### src/design/motor_command_frame_parser_core_defines.svh
// Assertion helpers used by the parser RTL
`ifndef MOTOR_COMMAND_FRAME_PARSER_CORE_DEFINES_SVH
`define MOTOR_COMMAND_FRAME_PARSER_CORE_DEFINES_SVH

// Same-cycle implication, checked out of reset
`define MCFP_ASSERT_IMPLY(lbl, ante, cons, msg) \
  lbl: assert property (@(posedge clk_i) disable iff (!rst_ni) (ante) |-> (cons)) \
    else $error(msg);

// Next-cycle implication, checked out of reset
`define MCFP_ASSERT_NEXT(lbl, ante, cons, msg) \
  lbl: assert property (@(posedge clk_i) disable iff (!rst_ni) (ante) |=> (cons)) \
    else $error(msg);

`endif

### src/design/mcfp_pkg.sv
package mcfp_pkg;

  // Reset values of the configuration registers
  localparam logic [7:0] SyncByteRst   = 8'd33;
  localparam logic [7:0] CmdKeyRst     = 8'd65;
  localparam logic [7:0] MaxColumnRst  = 8'd2;

  // Default geometry of the motor array
  localparam int unsigned RowsDflt         = 3;
  localparam int unsigned MotorsPerRowDflt = 2;

  // Configuration register indexes
  localparam int unsigned CfgIdxW = 2;
  localparam logic [CfgIdxW-1:0] CfgSyncByte  = 2'd0;
  localparam logic [CfgIdxW-1:0] CfgCmdKey    = 2'd1;
  localparam logic [CfgIdxW-1:0] CfgMaxColumn = 2'd2;

  // Result kinds
  localparam logic KindStep = 1'b0;
  localparam logic KindNack = 1'b1;

  // Nack error codes
  typedef enum logic [2:0] {
    NackBadKey    = 3'd0,
    NackBadColumn = 3'd1,
    NackBadRow    = 3'd2,
    NackBadMotor  = 3'd3,
    NackBadDir    = 3'd4
  } nack_code_e;

  // Received byte held in the input register
  typedef struct packed {
    logic       valid;
    logic [7:0] data;
  } rx_item_t;

endpackage

### src/design/mcfp_in_stage.sv
module mcfp_in_stage (
  input  logic              clk_i,
  input  logic              rst_ni,
  input  logic              in_valid_i,
  output logic              in_ready_o,
  input  logic [7:0]        rx_byte_i,
  input  logic              advance_i,
  output mcfp_pkg::rx_item_t item_o
);

  logic       valid_q, valid_d;
  logic [7:0] data_q;
  logic       load;

  // Take a new item when empty or when the held one moves on
  assign in_ready_o = !valid_q || advance_i;
  assign load       = in_valid_i && in_ready_o;

  always_comb begin
    valid_d = valid_q;
    if (load) begin
      valid_d = 1'b1;
    end else if (advance_i) begin
      valid_d = 1'b0;
    end
  end

  always_ff @(posedge clk_i or negedge rst_ni) begin
    if (!rst_ni) begin
      valid_q <= 1'b0;
    end else begin
      valid_q <= valid_d;
    end
  end

  // Capture the byte payload
  always_ff @(posedge clk_i) begin
    if (load) begin
      data_q <= rx_byte_i;
    end
  end

  assign item_o.valid = valid_q;
  assign item_o.data  = data_q;

endmodule

### src/design/mcfp_parser.sv
`include "motor_command_frame_parser_core_defines.svh"

module mcfp_parser #(
  parameter int unsigned ROWS           = mcfp_pkg::RowsDflt,
  parameter int unsigned MOTORS_PER_ROW = mcfp_pkg::MotorsPerRowDflt
) (
  input  logic                           clk_i,
  input  logic                           rst_ni,
  input  mcfp_pkg::rx_item_t             item_i,
  output logic                           advance_o,
  input  logic                           cfg_valid_i,
  input  logic [mcfp_pkg::CfgIdxW-1:0]   cfg_index_i,
  input  logic [7:0]                     cfg_data_i,
  output logic                           out_valid_o,
  input  logic                           out_ready_i,
  output logic                           out_kind_o,
  output logic [2:0]                     nack_code_o,
  output logic [7:0]                     column_index_o,
  output logic [1:0]                     row_index_o,
  output logic                           motor_index_o,
  output logic [1:0]                     direction_code_o,
  output logic [15:0]                    step_count_o
);

  typedef enum logic [2:0] {
    PhSync   = 3'd0,
    PhKey    = 3'd1,
    PhColumn = 3'd2,
    PhRow    = 3'd3,
    PhMotor  = 3'd4,
    PhDir    = 3'd5,
    PhCntHi  = 3'd6,
    PhCntLo  = 3'd7
  } phase_e;

  phase_e     phase_q, phase_d;
  logic [7:0] sync_q, key_q, maxcol_q;
  logic [7:0] col_q, col_d;
  logic [1:0] row_q, row_d;
  logic       motor_q, motor_d;
  logic       dir_q, dir_d;
  logic [7:0] cnthi_q, cnthi_d;

  logic       out_valid_q;
  logic       emit;
  logic       res_kind;
  mcfp_pkg::nack_code_e res_code;
  logic       res_load;
  logic [7:0] c;

  assign c = item_i.data;

  // Move the held byte on once the result register has room
  assign advance_o = item_i.valid && (!out_valid_q || out_ready_i);
  assign res_load  = advance_o && emit;

  // Frame parser step for one byte
  always_comb begin
    phase_d  = phase_q;
    col_d    = col_q;
    row_d    = row_q;
    motor_d  = motor_q;
    dir_d    = dir_q;
    cnthi_d  = cnthi_q;
    emit     = 1'b0;
    res_kind = mcfp_pkg::KindNack;
    res_code = mcfp_pkg::NackBadKey;
    unique case (phase_q)
      PhSync: begin
        if (c == sync_q) phase_d = PhKey;
      end
      PhKey: begin
        if (c != key_q) begin
          emit     = 1'b1;
          res_code = mcfp_pkg::NackBadKey;
          phase_d  = PhSync;
        end else begin
          phase_d = PhColumn;
        end
      end
      PhColumn: begin
        if (c > maxcol_q) begin
          emit     = 1'b1;
          res_code = mcfp_pkg::NackBadColumn;
          phase_d  = PhSync;
        end else begin
          col_d   = c;
          phase_d = PhRow;
        end
      end
      PhRow: begin
        if (c >= 8'(ROWS)) begin
          emit     = 1'b1;
          res_code = mcfp_pkg::NackBadRow;
          phase_d  = PhSync;
        end else begin
          row_d   = c[1:0];
          phase_d = PhMotor;
        end
      end
      PhMotor: begin
        if (c >= 8'(MOTORS_PER_ROW)) begin
          emit     = 1'b1;
          res_code = mcfp_pkg::NackBadMotor;
          phase_d  = PhSync;
        end else begin
          motor_d = c[0];
          phase_d = PhDir;
        end
      end
      PhDir: begin
        if (c > 8'd1) begin
          emit     = 1'b1;
          res_code = mcfp_pkg::NackBadDir;
          phase_d  = PhSync;
        end else begin
          dir_d   = c[0];
          phase_d = PhCntHi;
        end
      end
      PhCntHi: begin
        cnthi_d = c;
        phase_d = PhCntLo;
      end
      PhCntLo: begin
        emit     = 1'b1;
        res_kind = mcfp_pkg::KindStep;
        phase_d  = PhSync;
      end
      default: begin
        phase_d = PhSync;
      end
    endcase
  end

  // Hold parser state and configuration
  always_ff @(posedge clk_i or negedge rst_ni) begin
    if (!rst_ni) begin
      phase_q  <= PhSync;
      sync_q   <= mcfp_pkg::SyncByteRst;
      key_q    <= mcfp_pkg::CmdKeyRst;
      maxcol_q <= mcfp_pkg::MaxColumnRst;
      col_q    <= '0;
      row_q    <= '0;
      motor_q  <= 1'b0;
      dir_q    <= 1'b0;
      cnthi_q  <= '0;
    end else begin
      if (advance_o) begin
        phase_q <= phase_d;
        col_q   <= col_d;
        row_q   <= row_d;
        motor_q <= motor_d;
        dir_q   <= dir_d;
        cnthi_q <= cnthi_d;
      end
      if (cfg_valid_i) begin
        unique case (cfg_index_i)
          mcfp_pkg::CfgSyncByte:  sync_q   <= cfg_data_i;
          mcfp_pkg::CfgCmdKey:    key_q    <= cfg_data_i;
          mcfp_pkg::CfgMaxColumn: maxcol_q <= cfg_data_i;
          default: ;
        endcase
      end
    end
  end

  // Result valid: set on a new result, drop once taken
  always_ff @(posedge clk_i or negedge rst_ni) begin
    if (!rst_ni) begin
      out_valid_q <= 1'b0;
    end else if (res_load) begin
      out_valid_q <= 1'b1;
    end else if (out_ready_i) begin
      out_valid_q <= 1'b0;
    end
  end

  // Result payload; nack zeroes the command fields
  always_ff @(posedge clk_i) begin
    if (res_load) begin
      out_kind_o  <= res_kind;
      nack_code_o <= (res_kind == mcfp_pkg::KindNack) ? res_code : 3'd0;
      if (res_kind == mcfp_pkg::KindStep) begin
        column_index_o   <= col_q;
        row_index_o      <= row_q;
        motor_index_o    <= motor_q;
        direction_code_o <= {1'b0, dir_q} + 2'd1;
        step_count_o     <= {cnthi_q, c};
      end else begin
        column_index_o   <= '0;
        row_index_o      <= '0;
        motor_index_o    <= 1'b0;
        direction_code_o <= '0;
        step_count_o     <= '0;
      end
    end
  end

  assign out_valid_o = out_valid_q;

  `MCFP_ASSERT_NEXT(a_sync_after_result, res_load, phase_q == PhSync,
                    "parser did not return to sync hunting after a result")
  `MCFP_ASSERT_IMPLY(a_step_dir_range,
                     out_valid_q && (out_kind_o == mcfp_pkg::KindStep),
                     (direction_code_o == 2'd1) || (direction_code_o == 2'd2),
                     "step command with direction code out of range")
  `MCFP_ASSERT_IMPLY(a_no_overwrite, out_valid_q && !out_ready_i, !res_load,
                     "result register overwritten while stalled")

endmodule

### src/design/motor_command_frame_parser_core.sv
// Path: an accepted byte is held in the input register, and its result is then loaded into the result register.
// Throughput: one byte per cycle while the output is not stalled.
// Output stalls back up through the input register to in_ready_o.
// Reset: parser hunts for sync, config returns to sync 33, key 65, max column 2.
module motor_command_frame_parser_core #(
  parameter int unsigned ROWS           = mcfp_pkg::RowsDflt,
  parameter int unsigned MOTORS_PER_ROW = mcfp_pkg::MotorsPerRowDflt
) (
  input  logic                         clk_i,
  input  logic                         rst_ni,
  input  logic                         in_valid_i,
  output logic                         in_ready_o,
  input  logic [7:0]                   rx_byte_i,
  input  logic                         cfg_valid_i,
  output logic                         cfg_ready_o,
  input  logic [mcfp_pkg::CfgIdxW-1:0] cfg_index_i,
  input  logic [7:0]                   cfg_data_i,
  output logic                         out_valid_o,
  input  logic                         out_ready_i,
  output logic                         out_kind_o,
  output logic [2:0]                   nack_code_o,
  output logic [7:0]                   column_index_o,
  output logic [1:0]                   row_index_o,
  output logic                         motor_index_o,
  output logic [1:0]                   direction_code_o,
  output logic [15:0]                  step_count_o
);

  mcfp_pkg::rx_item_t item;
  logic               advance;

  // Register writes never stall
  assign cfg_ready_o = 1'b1;

  mcfp_in_stage u_in_stage (
    .clk_i      (clk_i),
    .rst_ni     (rst_ni),
    .in_valid_i (in_valid_i),
    .in_ready_o (in_ready_o),
    .rx_byte_i  (rx_byte_i),
    .advance_i  (advance),
    .item_o     (item)
  );

  mcfp_parser #(
    .ROWS           (ROWS),
    .MOTORS_PER_ROW (MOTORS_PER_ROW)
  ) u_parser (
    .clk_i            (clk_i),
    .rst_ni           (rst_ni),
    .item_i           (item),
    .advance_o        (advance),
    .cfg_valid_i      (cfg_valid_i),
    .cfg_index_i      (cfg_index_i),
    .cfg_data_i       (cfg_data_i),
    .out_valid_o      (out_valid_o),
    .out_ready_i      (out_ready_i),
    .out_kind_o       (out_kind_o),
    .nack_code_o      (nack_code_o),
    .column_index_o   (column_index_o),
    .row_index_o      (row_index_o),
    .motor_index_o    (motor_index_o),
    .direction_code_o (direction_code_o),
    .step_count_o     (step_count_o)
  );

endmodule
### config.mk
export PLATFORM = sky130hd
export DESIGN_NAME = motor_command_frame_parser_core
export DESIGN_NICKNAME = d
export VERILOG_FILES = /design/src/design/mcfp_pkg.sv /design/src/design/mcfp_in_stage.sv /design/src/design/mcfp_parser.sv /design/src/design/motor_command_frame_parser_core.sv
export VERILOG_INCLUDE_DIRS = /design/src /design/src/design
export SDC_FILE = /design/constraint.sdc
export NUM_CORES = 1
export LEC_CHECK = 0
export BUFFER_PORTS_ARGS = -buffer_cell sky130_fd_sc_hd__buf_2
export CAP_MARGIN = 10
export CORE_MARGIN = 3
export CORE_UTILIZATION = 51
export DETAILED_ROUTE_END_ITERATION = 8
export GPL_ROUTABILITY_DRIVEN = 0
export PLACE_DENSITY = 0.76
export SLEW_MARGIN = 20
export SYNTH_ARGS = -nofsm -noshare
export SYNTH_HDL_FRONTEND = slang
export SYNTH_SLANG_ARGS = --single-unit
### constraint.sdc
create_clock -name clk_i -period 3.6 [get_ports clk_i]
set_clock_uncertainty 0.2 [all_clocks]
set_input_delay 1.08 -clock clk_i [delete_from_list [all_inputs] [get_ports clk_i]]
set_output_delay 1.08 -clock clk_i [all_outputs]
set_load 0.005 [all_outputs]
After elaboration in Yosys (flattened, before gate mapping)
Cells that the tools add are included.
- add/subtract/negate cells: 1
- multiply operators: 0
- divide/modulo/power cells: 0
- magnitude comparators: 4
- equal/unequal tests: 12
- shift-type cells: 0
- mux-type cells: 23
- bitwise operators: 4
- reduce and logical (&&, ||, !) cells: 20
- operator list (kind ; number):
    one-hot mux 3 bit (8 select lines) ; 1
    >= comparator 8 x 2 -> 1 bit, second input constant ; 2
    two-way mux 3 bit ; 5
    equality test 3 bit, second input constant ; 4
    one-hot mux 3 bit (4 select lines) ; 1
    AND reduction 3 bit ; 4
    two-way mux 1 bit ; 11
    AND reduction 2 bit ; 5
    equality test 8 bit ; 1
    greater-than comparator 8 x 1 -> 1 bit, second input constant ; 1
    greater-than comparator 8 bit ; 1
    two-way mux 2 bit ; 4
    inequality test 8 bit ; 1
    equality test 3 x 2 -> 1 bit, second input constant ; 2
    one-hot mux 1 bit (6 select lines) ; 1
    inverter 1 bit ; 4
    nonzero test 2 bit ; 2
    equality test 3 x 1 -> 1 bit, second input constant ; 1
    logical AND 1 bit ; 3
    logical NOT 3 bit ; 1
    adder 1 x 1 -> 2 bit, second input constant ; 1
    equality test 2 x 1 -> 1 bit, second input constant ; 1
    equality test 2 bit, second input constant ; 1
    logical NOT 1 bit ; 2
    other kinds (3) ; 4
- flip-flop bits (word level): 90
- latch bits: 0
- bits in writable memories: 0
- ROM bits: 0
- bits of input ports: 23
- output and inout bits: 36
- logic and storage cells: 83
- memories kept: 0

Depth between registers and ports, before layout
- depth after elaboration: 6
- mapped depth: 9
- gate-level depth less buffers: 7

By module
Synthesis repeated with hierarchy kept, for this count alone.
- cells, all modules: 286
- area, all modules: 4048.9 µm²
- modules (own cells, without submodules) (module ; instances ; cells an instance ; area an instance (µm²)):
    mcfp_parser ; 1 ; 271 ; 3736.1
    mcfp_in_stage ; 1 ; 13 ; 301.5
    motor_command_frame_parser_core ; 1 ; 2 ; 11.3

Least setup slack after synthesis
Ideal clock, no wire load.
- path kind: input -> register
- start: in out_ready_i
- end: reg u_parser.column_index_o[0], enable pin
- arrival: 3.477 ns
- setup slack: -0.511 ns
- stages on the path: 4
- cells stage by stage: nand2b_1 -> nand2_1 -> or4_1 -> a21oi_1
- word-level cells in the longest chain between the ends: 3
- RTL lines (what ; line ; text):
    start: declaration ; motor_command_frame_parser_core.sv:19 ; input logic out_ready_i,
    logical OR 1 bit ; mcfp_parser.sv:54 ; assign advance_o = item_i.valid && (!out_valid_q || out_ready_i);
    logical AND 1 bit ; mcfp_parser.sv:54 ;
    logical AND 1 bit ; mcfp_parser.sv:55 ; assign res_load = advance_o && emit;
    net u_parser.res_load ; mcfp_parser.sv:48 ; logic res_load;
    end signal: assignment ; mcfp_parser.sv:185 ; column_index_o <= col_q;
    end: declaration ; mcfp_parser.sv:18 ; output logic [7:0] column_index_o,
The timed path passes the listed nets, and every way through them passes these cells.
A chain may end at the register's enable or synchronous reset.

Worst setup path after layout
- start: reg u_in_stage.data_q[5]
- end: reg u_parser.col_q[7]
- word-level cells in the longest chain between the ends: 3
- RTL lines (what ; line ; text):
    start: declaration ; mcfp_in_stage.sv:12 ; logic [7:0] data_q;
    start signal: assignment ; mcfp_in_stage.sv:39 ; data_q <= rx_byte_i;
    greater-than comparator 8 bit ; mcfp_parser.sv:82 ; if (c > maxcol_q) begin
    inverter 1 bit (no line) ; - ;
    AND reduction 3 bit (no line) ; - ;
    end signal: assignment ; mcfp_parser.sv:151 ; col_q <= col_d;
    end: declaration ; mcfp_parser.sv:38 ; logic [7:0] col_q, col_d;
No other way between the ends.

==> qor.txt <==
================================================================================
Startpoint types ..................................................     register
Clk root buf ......................................................     clkbuf_8
Post-synthesis sequential area ratio ..............................       62.47%
Via count of the first global-routing pass ........................         2331
GRT Util Overall ..................................................       17.41%
I/O Pins ..........................................................           59
Detailed Route Iter0 Violations ...................................          143
Routed wire length ................................................      6886 um
Num CTS Buffers ...................................................            9
Fin util ..........................................................       61.80%
Final Hold Vio Count ..............................................            0
Number of warning messages in the yosys log .......................            0
Critical path peak fanout .........................................            8
Count of port buffers added during placement ......................           57
Data required time of the worst path ..............................      3.63 ns
Share of post-route cells with drive strength above 1 .............       36.03%
# nets final ......................................................          384
Area of the mapped netlist ........................................   3944 sq um
HP Class ..........................................................      reg2reg
Die W .............................................................     93.94 um
Max Root-Sink Buffers .............................................            2
Fraction of registers with async set/reset ........................       54.44%
Number of antenna violations at the first check in global routing .            0
Total vias in the final route .....................................         2406
Total chip power ..................................................      2366 uW
Max-cap viol count ................................................            0
Synth Flop Type ...................................................      dfrtp_1
TritonCTS clock tree ..............................................          yes
Post-cts repair resize count ......................................            0
Layout overhead on the synthesized area ...........................       15.48%
Data arrival, critical path .......................................      2.98 ns
Startpoint of the most critical register-to-register path ......... u_in_stage.data_q[5]
Source of the worst hold timing path .............................. u_parser.motor_q
CTS sink count ....................................................           90
Antenna Nets Post-Route ...........................................            0
Synth area leaders ................................................ edfxtp_1, dfrtp_1, mux2_2
Worst min-delay path endpoint ..................................... u_parser.motor_q
Setup Buffers After CTS ...........................................            0
Worst voltage drop across the vdd grid ............................    0.3078 mV
Post-synth net total ..............................................          319
Final number of max-transition violations .........................            0
Core outline area .................................................   7370 sq um
Starting density of the core ......................................       53.51%
Slowest stage cell, crit path .....................................     a2111o_1
Post-CTS Hold Fix Bufs ............................................            0
Number of cells on the worst reg-to-reg path ......................            6
Global-route wire length before repair ............................     11660 um
Worst Setup End Kind ..............................................     register
Worst Tran Pin Value ..............................................    0.5670 ns
Area share of the leading cell type in the synthesized netlist ....       31.22%
Setup TNS after final layout ......................................         0 ns
Final critical-path share of the clock period .....................       82.00%
Terminus of the critical flop-to-flop path ........................ u_parser.col_q[7]
Relative slew slack ...............................................       61.85%
Number of fill cells in the layout ................................          626
Path type of the worst setup path .................................      reg2reg
Post-Syn Area per Cell ............................................  13.69 sq um
Worst setup slack for register-to-register paths ..................      0.65 ns
Maximum cell stage delay along the critical path ..................      0.59 ns
Maximum clock frequency ...........................................    338.8 MHz
Largest net degree at the start of global routing .................           34
Post-detailed-route via-to-cell ratio .............................        5.265
Ordered list of cells on the worst path ........................... ha_1, a211oi_2, nor2_1, or4_4, a2111o_1, mux2_4
Mean routed wirelength per cell ...................................     15.07 um
Setup repair after global routing missed its margin ...............        false
Post-synth top area cell ..........................................     edfxtp_1
Cell leakage power ................................................  0.001934 uW
H-tree depth ......................................................            3
Post-detailed-route DRC marker count ..............................            0
Half-perimeter wire length after detailed placement ...............      5070 um
Post-synth EDFFs ..................................................           41
Clock slew at reported path FFs ...................................      0.09 ns
Syn Inst Count ....................................................          288
Clock insertion delay at the later pin of the skew report .........      0.35 ns
Number of endpoints failing setup at the final stage ..............            0
Yosys cell types ..................................................           40
Fin crit period ...................................................     2.952 ns
Cell area power density ........................................... 519.5 nW/um^2
Die Outline Area ..................................................   8824 sq um
Number of cells traversed by the worst hold path ..................            2
Outcome ...........................................................    completed
Diode insertion count for antenna repair ..........................            0
Register bit count reported by yosys ..............................           90
Congestion Overflow GR ............................................            0
First-pass detailed-route iteration total .........................            4
Height of the chip ................................................     93.94 um
Std-Cell Rows .....................................................           31
================================================================================
[cell type report]
type                            count  area, sq um  area share (%)
Sequential cell                    90         2464           54.09
Inverter                           13        48.80           1.071
Clock buffer                       10        127.6           2.802
Timing Repair Buffer               63        330.3           7.253
Multi-Input combinational cell    176         1394           30.60
Clock inverter                      6        66.31           1.456
Tap cell                           99        123.9           2.720
[layer usage]
| metal | part of all wire (%) | up-vias | GRT usage, % | wire length [um] |
|---|---|---|---|---|
| li1 | - | 1158 | - | - |
| met1 | 47 | 1174 | 24.40 | 3222 |
| met2 | 48 | 63 | 27.20 | 3274 |
| met3 | 4.2 | 11 | 2.885 | 289 |
| met4 | 1.5 | 0 | 6.859 | 100 |
| met5 | 0 | - | 0 | 0 |
[worst max path at each step]
stage,cells past startpoint,from,slack (ns),end
after floorplan,4,out_ready_i,0.22,u_parser.column_index_o[0]
after global placement,6,out_ready_i,0.56,u_parser.step_count_o[2]
after detailed placement,6,out_ready_i,0.50,u_parser.step_count_o[4]
after CTS,6,u_in_stage.data_q[5],0.63,u_parser.col_q[7]
after global routing,6,u_in_stage.data_q[5],0.51,u_parser.col_q[6]
final,6,u_in_stage.data_q[5],0.65,u_parser.col_q[7]
[cells in the mapped netlist, types with 2 or more instances]
cell / n
a31oi_1: 2
nor2b_1: 3
mux2_4: 8
buf_4: 2
nand2_1: 12
o21ai_0: 8
nor2_1: 12
ha_1: 8
edfxtp_1: 41
and2_1: 29
nand4_1: 5
or4_1: 2
nand3b_1: 2
xnor2_1: 16
clkbuf_1: 6
a21oi_1: 4
inv_1: 13
dfstp_2: 5
nor4_1: 4
nand3_1: 2
nand2b_1: 6
dfrtp_1: 44
mux2_2: 33
nor3_1: 5
[cells in the final DEF, fill, tap and decap left out, types with 2 or more instances in the layout]
cell        count
mux2_2         33
o21ai_0         8
dfstp_2         5
mux2_4          8
clkinvlp_4      3
buf_4           6
clkbuf_8        9
buf_2          57
dfrtp_1        44
a31oi_1         2
nand2b_1        6
nor2b_1         3
nor2_1         12
nand2_1        12
edfxtp_1       41
nand3b_1        2
and2_1         29
inv_1          13
nand3_1         2
or4_1           2
ha_1            8
nor4_1          4
nor3_1          5
a21oi_1         3
xnor2_1        16
nand4_1         5
[cells by family (layout without fill, tap and decap cells)]
group	count (synthesis)	count (layout)	synth area share [%]
other	1	1	0.09509
flip-flops	90	90	62.47
buffers and inverters	22	92	2.475
XOR/XNOR	16	16	3.553
adder cells (fa/ha/maj)	8	8	2.538
AO/OA/AOI/OAI	24	24	4.220
multiplexers	41	41	12.47
AND/OR/NAND/NOR	86	86	12.18
[power by group]
group / leakage [uW] / switching (uW) / internal, uW / total (uW)
clock network: 0.0000889 / 346 / 322 / 668
registers: 0.00101 / 93.9 / 1210 / 1310
logic: 0.000840 / 174 / 216 / 390
total: 0.00193 / 614 / 1750 / 2370
[critical path: cells and delay by family (launching register included)]
| kind | cells | cell delay, ns |
|---|---|---|
| compound gates | 2 | 0.77 |
| fa+ha+maj | 1 | 0.37 |
| flops | 1 | 0.52 |
| mux | 1 | 0.36 |
| simple gates | 2 | 0.62 |
[state kept, by name (all words and copies together) (netlist names)]
signal                     flops
u_in_stage.data_q              8
u_in_stage.valid_q             1
u_parser.cnthi_q               8
u_parser.col_q                 8
u_parser.column_index_o        8
u_parser.dir_q                 1
u_parser.direction_code_o      2
u_parser.key_q                 8
u_parser.maxcol_q              8
u_parser.motor_index_o         1
u_parser.motor_q               1
u_parser.nack_code_o           3
u_parser.out_kind_o            1
u_parser.out_valid_o           1
u_parser.phase_q               3
u_parser.row_index_o           2
u_parser.row_q                 2
u_parser.step_count_o         16
u_parser.sync_q                8
[stage by stage]
step	worst slack (ns)	std cells	hold slack, ns	instance area (sq um)
5_1_grt	0.5112	457	0.3220	4554
2_1_floorplan	0.2153	288	0.2413	3948
3_5_place_dp	0.5042	441	0.2635	4360
3_3_place_gp	0.5560	441	0.2553	4360
4_1_cts	0.6302	457	0.2880	4554
6_report	0.6480	457	0.2844	4554
Note: power is estimated with default switching activity, not from simulation.
